### config.mk
export PLATFORM = sky130hd
export DESIGN_NAME = conveyor_height_sorter_control_flat
export DESIGN_NICKNAME = d
export VERILOG_FILES = /design/src/chsc_pkg.sv /design/src/chsc_if.sv /design/src/conveyor_height_sorter_control.sv /design/src/flat_wrapper.sv
export SDC_FILE = /design/constraint.sdc
export NUM_CORES = 1
export LEC_CHECK = 0
export BUFFER_PORTS_ARGS = -buffer_cell sky130_fd_sc_hd__buf_2
export CAP_MARGIN = 20
export CORE_ASPECT_RATIO = 0.8
export CORE_MARGIN = 5
export CORE_UTILIZATION = 45
export CTS_CLUSTER_SIZE = 24
export DETAILED_ROUTE_END_ITERATION = 16
export HOLD_SLACK_MARGIN = 0.06
export PLACE_DENSITY_LB_ADDON = 0.2
export REMOVE_ABC_BUFFERS = 1
export SYNTH_ARGS = -nofsm -noshare
export SYNTH_HDL_FRONTEND = slang
export SYNTH_SLANG_ARGS = --single-unit
### constraint.sdc
create_clock -name clk -period 5 [get_ports clk]
set_clock_uncertainty 0.2 [all_clocks]
set_input_delay 0.5 -clock clk [delete_from_list [all_inputs] [get_ports clk]]
set_output_delay 0.5 -clock clk [all_outputs]
set_load 0.005 [all_outputs]
### src/chsc_pkg.sv
// Package for the conveyor height sorter control: event and command codes,
// window sizes, threshold scaling and the result record.
// No dependencies.
package chsc_pkg;

  // Height profile windows
  localparam int unsigned OUTER_COUNT  = 40;
  localparam int unsigned MIDDLE_START = 60;
  localparam int unsigned MIDDLE_COUNT = 60;
  localparam int unsigned SAMPLE_BITS  = 12;

  // Fixed field widths
  localparam int unsigned OP_W    = 4;
  localparam int unsigned VALUE_W = 12;
  localparam int unsigned CMD_W   = 3;
  localparam int unsigned CLS_W   = 2;
  localparam int unsigned IDX_W   = 4;
  localparam int unsigned COUNT_W = 8;
  localparam int unsigned SUM_W   = 18;
  localparam int unsigned WIN_W   = 9;

  localparam logic [COUNT_W-1:0] SAMPLE_LIMIT = 8'd200;
  localparam logic [COUNT_W-1:0] COUNT_MAX    = 8'd255;
  localparam logic [SUM_W-1:0]   SUM_MAX      = {SUM_W{1'b1}};

  localparam logic [VALUE_W-1:0] SAMPLE_MASK =
    VALUE_W'((64'd1 << SAMPLE_BITS) - 64'd1);

  localparam logic [WIN_W-1:0] OUTER_END    = WIN_W'(OUTER_COUNT);
  localparam logic [WIN_W-1:0] MIDDLE_BEGIN = WIN_W'(MIDDLE_START);
  localparam logic [WIN_W-1:0] MIDDLE_END   = WIN_W'(MIDDLE_START + MIDDLE_COUNT);

  // Scaled thresholds: mean > lo  <=>  sum >= (lo+1)*N,  mean < hi  <=>  sum < hi*N
  localparam int unsigned MAX_COUNT = (OUTER_COUNT > MIDDLE_COUNT) ? OUTER_COUNT
                                                                   : MIDDLE_COUNT;
  localparam int unsigned SCALE_W = $clog2(4096 * MAX_COUNT + 1);
  localparam int unsigned THR_W   = (SCALE_W > SUM_W) ? SCALE_W : SUM_W;

  // Event codes
  localparam logic [OP_W-1:0] OP_START_BLOCKED = 4'd0;
  localparam logic [OP_W-1:0] OP_SORT_CLEAR    = 4'd1;
  localparam logic [OP_W-1:0] OP_SORT_BLOCKED  = 4'd2;
  localparam logic [OP_W-1:0] OP_SLIDE_CLEAR   = 4'd3;
  localparam logic [OP_W-1:0] OP_END_BLOCKED   = 4'd4;
  localparam logic [OP_W-1:0] OP_HEIGHT_START  = 4'd5;
  localparam logic [OP_W-1:0] OP_HEIGHT_STOP   = 4'd6;
  localparam logic [OP_W-1:0] OP_SAMPLE        = 4'd7;

  // Command codes
  localparam logic [CMD_W-1:0] CMD_BELT_START = 3'd0;
  localparam logic [CMD_W-1:0] CMD_EJECT      = 3'd1;
  localparam logic [CMD_W-1:0] CMD_GATE_PASS  = 3'd2;
  localparam logic [CMD_W-1:0] CMD_BELT_STOP  = 3'd3;
  localparam logic [CMD_W-1:0] CMD_GREEN_OFF  = 3'd4;
  localparam logic [CMD_W-1:0] CMD_SLOW_ON    = 3'd5;
  localparam logic [CMD_W-1:0] CMD_SLOW_OFF   = 3'd6;

  // Piece classes
  localparam logic [CLS_W-1:0] CLS_HOLE  = 2'd0;
  localparam logic [CLS_W-1:0] CLS_HIGH  = 2'd1;
  localparam logic [CLS_W-1:0] CLS_FLAT  = 2'd2;
  localparam logic [CLS_W-1:0] CLS_UNDEF = 2'd3;

  // Register indexes
  localparam logic [IDX_W-1:0] REG_OUTER_HOLE_LOW   = 4'd0;
  localparam logic [IDX_W-1:0] REG_OUTER_HOLE_HIGH  = 4'd1;
  localparam logic [IDX_W-1:0] REG_MIDDLE_HOLE_LOW  = 4'd2;
  localparam logic [IDX_W-1:0] REG_MIDDLE_HOLE_HIGH = 4'd3;
  localparam logic [IDX_W-1:0] REG_MIDDLE_TALL_LOW  = 4'd4;
  localparam logic [IDX_W-1:0] REG_MIDDLE_TALL_HIGH = 4'd5;
  localparam logic [IDX_W-1:0] REG_FLAT_LOW         = 4'd6;
  localparam logic [IDX_W-1:0] REG_FLAT_HIGH        = 4'd7;

  typedef struct packed {
    logic [CMD_W-1:0] command;
    logic [CLS_W-1:0] piece_class;
    logic             last_of_run;
  } result_t;

  // Bound times window size; plus_one turns an exclusive lower bound into >=
  function automatic logic [THR_W-1:0] scale_thr(input logic [VALUE_W-1:0] v,
                                                 input logic plus_one,
                                                 input int unsigned cnt);
    logic [31:0] prod;
    prod = (32'(v) + 32'(plus_one)) * 32'(cnt);
    return prod[THR_W-1:0];
  endfunction

endpackage

### src/chsc_if.sv
// Handshake interfaces of the conveyor height sorter control: input event,
// result command and configuration write channels. Depends on chsc_pkg.
interface chsc_item_if;
  logic                           valid;
  logic                           ready;
  logic [chsc_pkg::OP_W-1:0]      operation;
  logic [chsc_pkg::VALUE_W-1:0]   sample_value;
  modport source (output valid, operation, sample_value, input ready);
  modport sink   (input valid, operation, sample_value, output ready);
endinterface

interface chsc_result_if;
  logic                           valid;
  logic                           ready;
  logic [chsc_pkg::CMD_W-1:0]     command;
  logic [chsc_pkg::CLS_W-1:0]     piece_class;
  logic                           last_of_run;
  modport source (output valid, command, piece_class, last_of_run, input ready);
  modport sink   (input valid, command, piece_class, last_of_run, output ready);
endinterface

interface chsc_cfg_if;
  logic                           valid;
  logic                           ready;
  logic [chsc_pkg::IDX_W-1:0]     index;
  logic [chsc_pkg::VALUE_W-1:0]   data;
  modport source (output valid, index, data, input ready);
  modport sink   (input valid, index, data, output ready);
endinterface

### src/conveyor_height_sorter_control.sv
// Top level of the conveyor height sorter control: event decode, height
// window sums, classifier and a four-entry result queue.
// Depends on chsc_pkg and the interfaces in chsc_if.sv.

// Each accepted event is handled in the cycle it is accepted: the window sums,
// sample count and piece class update at that edge, and the zero, one or two
// commands it causes are written into a four-entry result queue at the same
// edge, each result carrying the class as it stands after the event. An event
// is taken in every cycle in which the queue has room for two results, so
// events arrive one per cycle; events that cause two commands (slide clear,
// end blocked) write two results into the queue. Results are registered in the
// queue before they reach the output. Thresholds are held pre-multiplied by
// the window sizes, so classification needs no divider; configuration writes
// are always accepted and take effect on the next cycle.
module conveyor_height_sorter_control (
  input  logic           clk,
  input  logic           rst,
  chsc_item_if.sink      item_in,
  chsc_result_if.source  result_out,
  chsc_cfg_if.sink       cfg
);
  import chsc_pkg::*;

  localparam int unsigned QUEUE_DEPTH = 4;
  localparam int unsigned PTR_W       = $clog2(QUEUE_DEPTH);
  localparam int unsigned FILL_W      = $clog2(QUEUE_DEPTH + 1);

  // Scaled threshold registers
  logic [THR_W-1:0] oh_lo, oh_hi;        // outer hole band, outer scale
  logic [THR_W-1:0] mh_lo, mh_hi;        // middle hole band, middle scale
  logic [THR_W-1:0] mt_lo, mt_hi;        // middle tall band, middle scale
  logic [THR_W-1:0] fo_lo, fo_hi;        // flat band, outer scale
  logic [THR_W-1:0] fm_lo, fm_hi;        // flat band, middle scale

  // Measurement state
  logic [COUNT_W-1:0] sample_count, sample_count_next;
  logic [SUM_W-1:0]   outer_sum, outer_sum_next;
  logic [SUM_W-1:0]   middle_sum, middle_sum_next;
  logic [CLS_W-1:0]   piece_type, piece_type_next;

  // Result queue
  result_t            queue [QUEUE_DEPTH];
  logic [PTR_W-1:0]   wr_ptr, rd_ptr;
  logic [FILL_W-1:0]  fill;

  logic               accept, pop;
  logic [1:0]         n_res;
  logic [CMD_W-1:0]   cmd0, cmd1;
  logic [CLS_W-1:0]   cls_new;
  logic [VALUE_W-1:0] smp;
  logic [WIN_W-1:0]   cnt_w;
  logic [SUM_W:0]     outer_add, middle_add;
  logic [THR_W-1:0]   os, ms;
  logic               o_hole_band, o_flat_band, m_hole_band, m_tall_band, m_flat_band;

  assign accept = item_in.valid && item_in.ready;
  assign pop    = result_out.valid && result_out.ready;

  assign item_in.ready = (fill <= FILL_W'(QUEUE_DEPTH - 2));
  assign cfg.ready     = 1'b1;

  // Configuration writes: store bounds pre-scaled
  always_ff @(posedge clk) begin
    if (rst) begin
      oh_lo <= scale_thr(12'd2100, 1'b1, OUTER_COUNT);
      oh_hi <= scale_thr(12'd2400, 1'b0, OUTER_COUNT);
      mh_lo <= scale_thr(12'd2900, 1'b1, MIDDLE_COUNT);
      mh_hi <= scale_thr(12'd3250, 1'b0, MIDDLE_COUNT);
      mt_lo <= scale_thr(12'd2100, 1'b1, MIDDLE_COUNT);
      mt_hi <= scale_thr(12'd2300, 1'b0, MIDDLE_COUNT);
      fo_lo <= scale_thr(12'd2400, 1'b1, OUTER_COUNT);
      fo_hi <= scale_thr(12'd2599, 1'b0, OUTER_COUNT);
      fm_lo <= scale_thr(12'd2400, 1'b1, MIDDLE_COUNT);
      fm_hi <= scale_thr(12'd2599, 1'b0, MIDDLE_COUNT);
    end else if (cfg.valid && cfg.ready) begin
      case (cfg.index)
        REG_OUTER_HOLE_LOW:   oh_lo <= scale_thr(cfg.data, 1'b1, OUTER_COUNT);
        REG_OUTER_HOLE_HIGH:  oh_hi <= scale_thr(cfg.data, 1'b0, OUTER_COUNT);
        REG_MIDDLE_HOLE_LOW:  mh_lo <= scale_thr(cfg.data, 1'b1, MIDDLE_COUNT);
        REG_MIDDLE_HOLE_HIGH: mh_hi <= scale_thr(cfg.data, 1'b0, MIDDLE_COUNT);
        REG_MIDDLE_TALL_LOW:  mt_lo <= scale_thr(cfg.data, 1'b1, MIDDLE_COUNT);
        REG_MIDDLE_TALL_HIGH: mt_hi <= scale_thr(cfg.data, 1'b0, MIDDLE_COUNT);
        REG_FLAT_LOW: begin
          fo_lo <= scale_thr(cfg.data, 1'b1, OUTER_COUNT);
          fm_lo <= scale_thr(cfg.data, 1'b1, MIDDLE_COUNT);
        end
        REG_FLAT_HIGH: begin
          fo_hi <= scale_thr(cfg.data, 1'b0, OUTER_COUNT);
          fm_hi <= scale_thr(cfg.data, 1'b0, MIDDLE_COUNT);
        end
        default: ;
      endcase
    end
  end

  // Band checks on the sums against scaled bounds
  assign os = THR_W'(outer_sum);
  assign ms = THR_W'(middle_sum);
  assign o_hole_band = (os >= oh_lo) && (os < oh_hi);
  assign o_flat_band = (os >= fo_lo) && (os < fo_hi);
  assign m_hole_band = (ms >= mh_lo) && (ms < mh_hi);
  assign m_tall_band = (ms >= mt_lo) && (ms < mt_hi);
  assign m_flat_band = (ms >= fm_lo) && (ms < fm_hi);

  always_comb begin
    if (o_hole_band) begin
      if (m_hole_band)      cls_new = CLS_HOLE;
      else if (m_tall_band) cls_new = CLS_HIGH;
      else                  cls_new = CLS_UNDEF;
    end else if (o_flat_band) begin
      cls_new = m_flat_band ? CLS_FLAT : CLS_UNDEF;
    end else begin
      cls_new = CLS_UNDEF;
    end
  end

  // Saturating window adds
  assign smp        = item_in.sample_value & SAMPLE_MASK;
  assign cnt_w      = WIN_W'(sample_count);
  assign outer_add  = {1'b0, outer_sum} + (SUM_W + 1)'(smp);
  assign middle_add = {1'b0, middle_sum} + (SUM_W + 1)'(smp);

  // Event decode: next state and commands
  always_comb begin
    sample_count_next = sample_count;
    outer_sum_next    = outer_sum;
    middle_sum_next   = middle_sum;
    piece_type_next   = piece_type;
    n_res             = 2'd0;
    cmd0              = CMD_BELT_START;
    cmd1              = CMD_GREEN_OFF;
    case (item_in.operation)
      OP_START_BLOCKED: begin
        n_res = 2'd1;
        cmd0  = CMD_BELT_START;
      end
      OP_SORT_CLEAR: begin
        n_res = 2'd1;
        cmd0  = CMD_EJECT;
      end
      OP_SORT_BLOCKED: begin
        n_res = (piece_type != CLS_FLAT) ? 2'd1 : 2'd0;
        cmd0  = CMD_GATE_PASS;
      end
      OP_SLIDE_CLEAR, OP_END_BLOCKED: begin
        n_res = 2'd2;
        cmd0  = CMD_BELT_STOP;
        cmd1  = CMD_GREEN_OFF;
      end
      OP_HEIGHT_START: begin
        sample_count_next = '0;
        outer_sum_next    = '0;
        middle_sum_next   = '0;
        n_res             = 2'd1;
        cmd0              = CMD_SLOW_ON;
      end
      OP_HEIGHT_STOP: begin
        piece_type_next = cls_new;
        n_res           = 2'd1;
        cmd0            = CMD_SLOW_OFF;
      end
      OP_SAMPLE: begin
        if (sample_count < SAMPLE_LIMIT) begin
          if (cnt_w < OUTER_END) begin
            outer_sum_next = outer_add[SUM_W] ? SUM_MAX : outer_add[SUM_W-1:0];
          end
          if (cnt_w >= MIDDLE_BEGIN && cnt_w < MIDDLE_END) begin
            middle_sum_next = middle_add[SUM_W] ? SUM_MAX : middle_add[SUM_W-1:0];
          end
        end
        if (sample_count < COUNT_MAX) begin
          sample_count_next = sample_count + 8'd1;
        end
      end
      default: ;
    endcase
  end

  // Measurement state
  always_ff @(posedge clk) begin
    if (rst) begin
      sample_count <= '0;
      outer_sum    <= '0;
      middle_sum   <= '0;
      piece_type   <= CLS_UNDEF;
    end else if (accept) begin
      sample_count <= sample_count_next;
      outer_sum    <= outer_sum_next;
      middle_sum   <= middle_sum_next;
      piece_type   <= piece_type_next;
    end
  end

  // Result queue storage
  always_ff @(posedge clk) begin
    if (accept && n_res != 2'd0) begin
      queue[wr_ptr] <= '{command: cmd0, piece_class: piece_type_next,
                         last_of_run: (n_res == 2'd1)};
    end
    if (accept && n_res == 2'd2) begin
      queue[wr_ptr + PTR_W'(1)] <= '{command: cmd1, piece_class: piece_type_next,
                                     last_of_run: 1'b1};
    end
  end

  // Result queue pointers and fill level
  always_ff @(posedge clk) begin
    if (rst) begin
      wr_ptr <= '0;
      rd_ptr <= '0;
      fill   <= '0;
    end else begin
      if (accept) begin
        wr_ptr <= wr_ptr + PTR_W'(n_res);
      end
      if (pop) begin
        rd_ptr <= rd_ptr + PTR_W'(1);
      end
      fill <= fill + (accept ? FILL_W'(n_res) : FILL_W'(0)) - FILL_W'(pop);
    end
  end

  assign result_out.valid       = (fill != '0);
  assign result_out.command     = queue[rd_ptr].command;
  assign result_out.piece_class = queue[rd_ptr].piece_class;
  assign result_out.last_of_run = queue[rd_ptr].last_of_run;

  // Checks
  a_fill_bound: assert property (@(posedge clk) disable iff (rst)
    fill <= FILL_W'(QUEUE_DEPTH))
    else $error("result queue overfilled");

  a_hstart_clears: assert property (@(posedge clk) disable iff (rst)
    (accept && item_in.operation == OP_HEIGHT_START)
    |=> (sample_count == '0 && outer_sum == '0 && middle_sum == '0))
    else $error("height start did not clear the measurement");

  a_stop_not_last: assert property (@(posedge clk) disable iff (rst)
    (result_out.valid && result_out.command == CMD_BELT_STOP) |-> !result_out.last_of_run)
    else $error("belt stop marked as last of run");

  a_fill_track: assert property (@(posedge clk) disable iff (rst)
    (!accept && pop) |=> (fill == $past(fill) - FILL_W'(1)))
    else $error("queue fill level lost track of a pop");

endmodule

### src/flat_wrapper.sv
// flat-port wrapper written by rule: the top's interface ports become plain ports
module conveyor_height_sorter_control_flat import chsc_pkg::*;
  (clk, rst, item_in_valid, item_in_operation, item_in_sample_value, item_in_ready, result_out_valid, result_out_command, result_out_piece_class, result_out_last_of_run, result_out_ready, cfg_valid, cfg_index, cfg_data, cfg_ready);
  chsc_item_if item_in_i ();
  chsc_result_if result_out_i ();
  chsc_cfg_if cfg_i ();
  input  logic clk;
  input  logic rst;
  input wire logic [$bits(item_in_i.valid)-1:0] item_in_valid;
  input wire logic [$bits(item_in_i.operation)-1:0] item_in_operation;
  input wire logic [$bits(item_in_i.sample_value)-1:0] item_in_sample_value;
  output wire logic [$bits(item_in_i.ready)-1:0] item_in_ready;
  output wire logic [$bits(result_out_i.valid)-1:0] result_out_valid;
  output wire logic [$bits(result_out_i.command)-1:0] result_out_command;
  output wire logic [$bits(result_out_i.piece_class)-1:0] result_out_piece_class;
  output wire logic [$bits(result_out_i.last_of_run)-1:0] result_out_last_of_run;
  input wire logic [$bits(result_out_i.ready)-1:0] result_out_ready;
  input wire logic [$bits(cfg_i.valid)-1:0] cfg_valid;
  input wire logic [$bits(cfg_i.index)-1:0] cfg_index;
  input wire logic [$bits(cfg_i.data)-1:0] cfg_data;
  output wire logic [$bits(cfg_i.ready)-1:0] cfg_ready;
  assign item_in_i.valid = item_in_valid;
  assign item_in_i.operation = item_in_operation;
  assign item_in_i.sample_value = item_in_sample_value;
  assign item_in_ready = item_in_i.ready;
  assign result_out_valid = result_out_i.valid;
  assign result_out_command = result_out_i.command;
  assign result_out_piece_class = result_out_i.piece_class;
  assign result_out_last_of_run = result_out_i.last_of_run;
  assign result_out_i.ready = result_out_ready;
  assign cfg_i.valid = cfg_valid;
  assign cfg_i.index = cfg_index;
  assign cfg_i.data = cfg_data;
  assign cfg_ready = cfg_i.ready;
  conveyor_height_sorter_control u_core (.clk(clk), .rst(rst), .item_in(item_in_i), .result_out(result_out_i), .cfg(cfg_i));
endmodule
# == Word level (Yosys, flattened, before mapping) ==
# Memories as Yosys holds them, arrays and structs flattened. A register that Yosys moved wholly into a read port is not among the register bits.
# Cells that the tools add are included.
# Widths: inputs -> output; s select.
# classes
add_sub_neg,9
mul,4
div_mod_pow,0
magnitude_cmp,16
n_eq_ne,21
n_shift,0
n_mux,26
bitwise_logic,0
reduce_logical,28
# op_table
op,n
$mux 18,6
$ge 18x18->1,5
$lt 18x18->1,5
$pmux 18 s2,2
$add 18x12->19,2
$eq 4x3->1 const B,8
$mul 32x3->15 const B,1
$mul 32x4->16 const B,1
$eq 4x2->1 const B,4
$lt 8x8->1 const B,2
$mul 12x4->16 const B,1
$mux 2,8
$pmux 8 s2,1
$reduce_and 2->1,8
$mul 12x3->15 const B,1
$pmux 3 s5,1
$add 12x1->13 const B,1
$logic_and 1x1->1,10
$add 8x1->8 const B,1
$eq 4x1->1 const B,2
$ge 8x6->1 const B,1
$logic_not 4->1,2
$lt 8x6->1 const B,1
$lt 8x7->1 const B,1
18 further kinds,29
# totals
register_bits,209
latchBits,0
mem_bits_rw,24
mem_bits_ro,0
in_bits,37
out_inout_bits,9
wordCells,122
mem_count,1
# mem_list
name,depth,width,rd,rd_clocked_by_memory_dff,wr,line_no,source
u_core.queue,4,6,1,1,2,conveyor_height_sorter_control.sv:42,result_t queue [QUEUE_DEPTH];

# == Depth between registers and ports, before layout ==
# logic_depth
word_depth,7
ltp_mapped,17
depth_no_buf,17

# == Worst setup path after synthesis ==
# No wires, ideal clock.
# synth_path
path_type,input port to flip-flop
start,input port cfg_data[1]
end,register u_core.fm_lo[13]
setup_ns,0.129
arrival_ns,4.124
t_required_ns,4.671
setup_slack_ns,0.547
path_stages,15
n_path_buf,0
path_cell_list,ha_1 and3_1 xnor2_1 xnor2_1 xnor2_1 fa_1 inv_1 ha_1 or2_2 a21oi_1 o21bai_1 o21bai_1 a21oi_1 xor2_1 o21ai_0
# synth_via
elab_chain_len,2
# synth_rtl
element,line_no,source
start: declaration,flat_wrapper.sv:20,input wire logic [$bits(cfg_i.data)-1:0] cfg_data;
$add 12x1->13,chsc_pkg.sv:85,prod = (32'(v) + 32'(plus_one)) * 32'(cnt);
$mul 32x4->16,chsc_pkg.sv:85,
end signal: assignment,conveyor_height_sorter_control.sv:73,"fm_lo <= scale_thr(12'd2400, 1'b1, MIDDLE_COUNT);"
end signal: assignment,conveyor_height_sorter_control.sv:85,"fm_lo <= scale_thr(cfg.data, 1'b1, MIDDLE_COUNT);"
end: declaration,conveyor_height_sorter_control.sv:33,"logic [THR_W-1:0] fm_lo, fm_hi;"
# No other way between the ends.
# A chain may end at the register's enable or synchronous reset.

# == Worst setup path after layout ==
# layout_path
start,input port cfg_data[0]
end,register u_core.fm_lo[16]
# Same word-level chain as after synthesis.

==> impl_results.md <==
- Routability cong.: 0.8700
- Crit path cell chain: buf_2 > ha_1 > and3_1 > nand2_1 > xor2_1 > xnor2_1 > xnor2_1 > fa_1 > inv_1 > ha_1 > a21o_1 > a21oi_1 > o31ai_1 > mux2_2 > a211oi_1 > nand2_1 > a21oi_1
- Final net count: 2,482
- CP Class: input pin to flop
- Largest net degree at the start of global routing: 72
- Total power: 5.968 mW
- Slew headroom: 34.42%
- Area Growth Syn to Fin: 9.369%
- # setup viols final: 0
- Async SR Flop Fraction: 0%
- Critical path endpoint category: flop
- Total track usage: 22.18%
- Max Root-Sink Buffers: 3
- Num ports: 46
- Antenna Violating Nets Remaining: 0
- Vias: 14,990
- Hold_buf cts: 0
- Fin crit period: 4.654 ns
- Post-synthesis register bit count: 233
- Reg2reg setup slack: 1.62 ns
- Worst slew pin tran: 0.9824 ns
- Core outline area: 38,440 sq um
- Top_reg_cell synth: dfxtp_1
- Largest delay share family, worst path: compound AO/OA/AOI/OAI gates
- Crit-path max cell delay: 0.62 ns
- Post-Syn Instances: 2,108
- Seq/Total Area, Yosys: 26.95%
- Post-DR wirelength/cell: 18.29 microns
- Synthesized area: 17,600 sq um
- Die Ht: 186.9 microns
- Max-Cap Viols: 0
- Number of max-slew violations in the final report: 0
- Vias in the first global route: 14,350
- Vias/cell: 5.638
- Fmax: 214.9 MHz
- IO Port Bufs: 44
- Total clock sinks: 233
- Critical path buffers and inverters: 2
- Final setup TNS: 0 ns
- Die X: 231.1 microns
- RSZ-0062 raised after global routing: false
- Crit-path max FO: 8
- Final Routed Wirelength: 48,630 microns
- Total grt overflow: 0
- H-tree depth: 1
- Worst reg2reg path depth: 8
- Area of placed instances: 18,370 sq um
- # rows: 64
- Worst Path Arrival: 4.93 ns
- Util after Layout: 50.08%
- Clock Tree Root: clkbuf_16
- Critical Path RT: 5.28 ns
- CP Depth: 17
- Post-synth EDFFs: 8
- Crit share post-route: 93.08%
- Initial Utilization: 45.79%
- Synth unique cells: 98
- Drt pass-1 iters: 5
- Clock-pin slew on the worst setup and hold paths: 0.06 ns
- Share of cells above drive strength 1: 7.859%
- Worst hold path type: input pin to flop
- Post-CTS setup buffer count: 0
- Leak: 9.101 nW
- CTS tree: built
- Initial antenna violation count: 2
- Number of remaining DRC errors: 0
- Post-CTS resize count: 0
- Finished Cell Area: 19,250 sq um
- Hold Path Cell Cnt: 4
- Max stage delay cell, worst path: xor2_1
- Detail Placement HPWL: 37,650 microns
- Status: complete, no violations
- Warnings from Yosys: 0
- P per Cell Area: 310.0 nW/um^2
- Die area: 43,200 sq um
- CP Launch Type: input pin
- VDD IR max: 316.2 uV
- CTS buffer count: 27
- Drt first-iter violations: 1,080
- Synth Area per Inst: 8.350 sq um
- Worst skew pair latency: 0.57 ns
- Global-route wire length before repair: 78,050 microns
- Hold Vio Cnt, Final: 0
==> layout make-up <==
| class | count | area, sq um |
|---|---|---|
| diodes | 1 | 2.502 |
| flip-flops and latches | 233 | 4745 |
| fillers | 3741 | 19190 |
| well taps | 495 | 619.3 |
| clock inverters | 15 | 146.4 |
| inverters | 256 | 965.9 |
| clock buffers | 35 | 725.7 |
| multi-input cells | 1551 | 11610 |
| repair buffers | 73 | 440.4 |
==> final timing paths <==
check / startpoint / to
worst max-delay path: cfg_data[0] / u_core.fm_lo[16]$_SDFFE_PP0P_
worst min-delay path: item_in_valid / u_core.wr_ptr[0]$_SDFFE_PP0P_
worst max register to register: u_core.middle_sum[7]$_SDFFE_PP0P_ / u_core.queue[2][2]$_DFFE_PP_
worst min register to register: u_core.fm_lo[15]$_SDFFE_PP0P_ / u_core.fm_lo[15]$_SDFFE_PP0P_
==> cell usage after synthesis (7+ instances only) <==
library cell    n  area share (%)
a211oi_1       27             1.2
a21o_1         30             1.3
a21oi_1       166             4.7
a31oi_1        20            0.71
and2_1         10            0.36
and3_1         18            0.64
and4_1          7            0.35
clkbuf_1       53             1.1
dfxtp_1       225              26
edfxtp_1        8             1.4
fa_1           37             4.2
ha_1          266              19
inv_1         251             5.4
mux2i_1        13            0.74
nand2_1       237             5.1
nand2b_1        8            0.28
nand3_1        46             1.3
nand4_1        17            0.60
nor2_1        133             2.8
nor2b_1        20            0.71
nor3_1         31            0.88
o211ai_1       79             3.4
o21a_1         17            0.73
o21ai_0        91             2.6
o21ai_1         7            0.20
o21bai_1        9            0.38
o31ai_1        15            0.64
or2_2           8            0.28
or3_1          12            0.43
xnor2_1        61             3.0
xor2_1         34             1.7
==> per-layer routing <==
metal,up-vias,GRT usage [%],part of all wire (%)
li1,7455,-,-
met1,7145,33.42,50
met2,330,33.84,42
met3,62,3.111,5.7
met4,0,4.730,2.1
met5,-,0,0
==> cells by family (layout without fill, tap and decap cells) <==
| group | Yosys count | count (layout) | share of synthesized area [%] |
|---|---|---|---|
| AOI/OAI and AO/OA | 547 | 547 | 20.67 |
| xor gates and xnor gates | 96 | 96 | 4.819 |
| adders and majority gates | 305 | 305 | 23.23 |
| buffers and inverters | 324 | 379 | 7.144 |
| DFF | 233 | 233 | 26.95 |
| muxes | 25 | 25 | 1.912 |
| other | 1 | 2 | 0.02130 |
| and+or+nand+nor | 577 | 577 | 15.25 |
==> worst reg2reg max path: stages, from the launching register on <==
cell	delay, ns
dfxtp_1	0.70
ha_1	0.36
a21o_1	0.18
a21o_1	0.16
a2111oi_0	0.38
o21a_1	0.24
o221ai_1	0.30
a211oi_2	0.45
a21oi_1	0.12
==> stage by stage <==
stage | hold slack [ns] | std cells | setup WS, ns
floorplan | 0.2199 | 2040 | 0.5193
detailed placement | 0.2479 | 2607 | -0.1972
finish | 0.1094 | 2659 | 0.3462
global placement | 0.2372 | 2607 | -0.04824
global route | 0.1392 | 2659 | 0.1123
CTS | 0.09313 | 2657 | 0.3718
==> sequential cells by signal, indices dropped and copies added (netlist names), named ones only <==
signal and flops:
u_core.queue 24, u_core.middle_sum 18, u_core.os 18, u_core.fm_hi 16, u_core.mh_hi 16, u_core.mh_lo 16
u_core.mt_hi 16, u_core.mt_lo 16, u_core.fm_lo 15, u_core.fo_lo 15, u_core.oh_hi 15, u_core.oh_lo 15
u_core.fo_hi 14, u_core.sample_count 8, u_core.fill 3, u_core.piece_type 2, u_core.rd_ptr 2, u_core.wr_ptr 2
==> power by group <==
part	internal, mW	switching, mW	total, mW
registers	1.98	0.104	2.09
clock network	1.13	0.832	1.96
logic	0.749	1.17	1.92
==> cell usage in the layout (no fill, tap or decap), types with 6 or more instances in the layout <==
cell type    n
dfxtp_1    225
a21oi_1    166
or2_2        8
edfxtp_1     8
and2_1      10
xor2_1      34
a211o_1      6
nand3_1     46
mux4_2       6
nor2b_1     20
and4_1       7
nand2b_1     8
nor2_1     133
a21o_1      30
o211ai_1    79
o31ai_1     15
clkbuf_16   27
ha_1       266
buf_4       30
mux2i_1     13
o21a_1      17
and3_1      18
a31oi_1     20
fa_1        37
nand2_1    237
or3_1       12
o21ai_0     91
a211oi_1    27
nor3_1      31
nand4_1     17
buf_2       43
clkinv_2     6
o21bai_1     9
inv_1      251
o21ai_1      7
clkbuf_1     6
xnor2_1     61
Power figures use the tool's default switching activity.
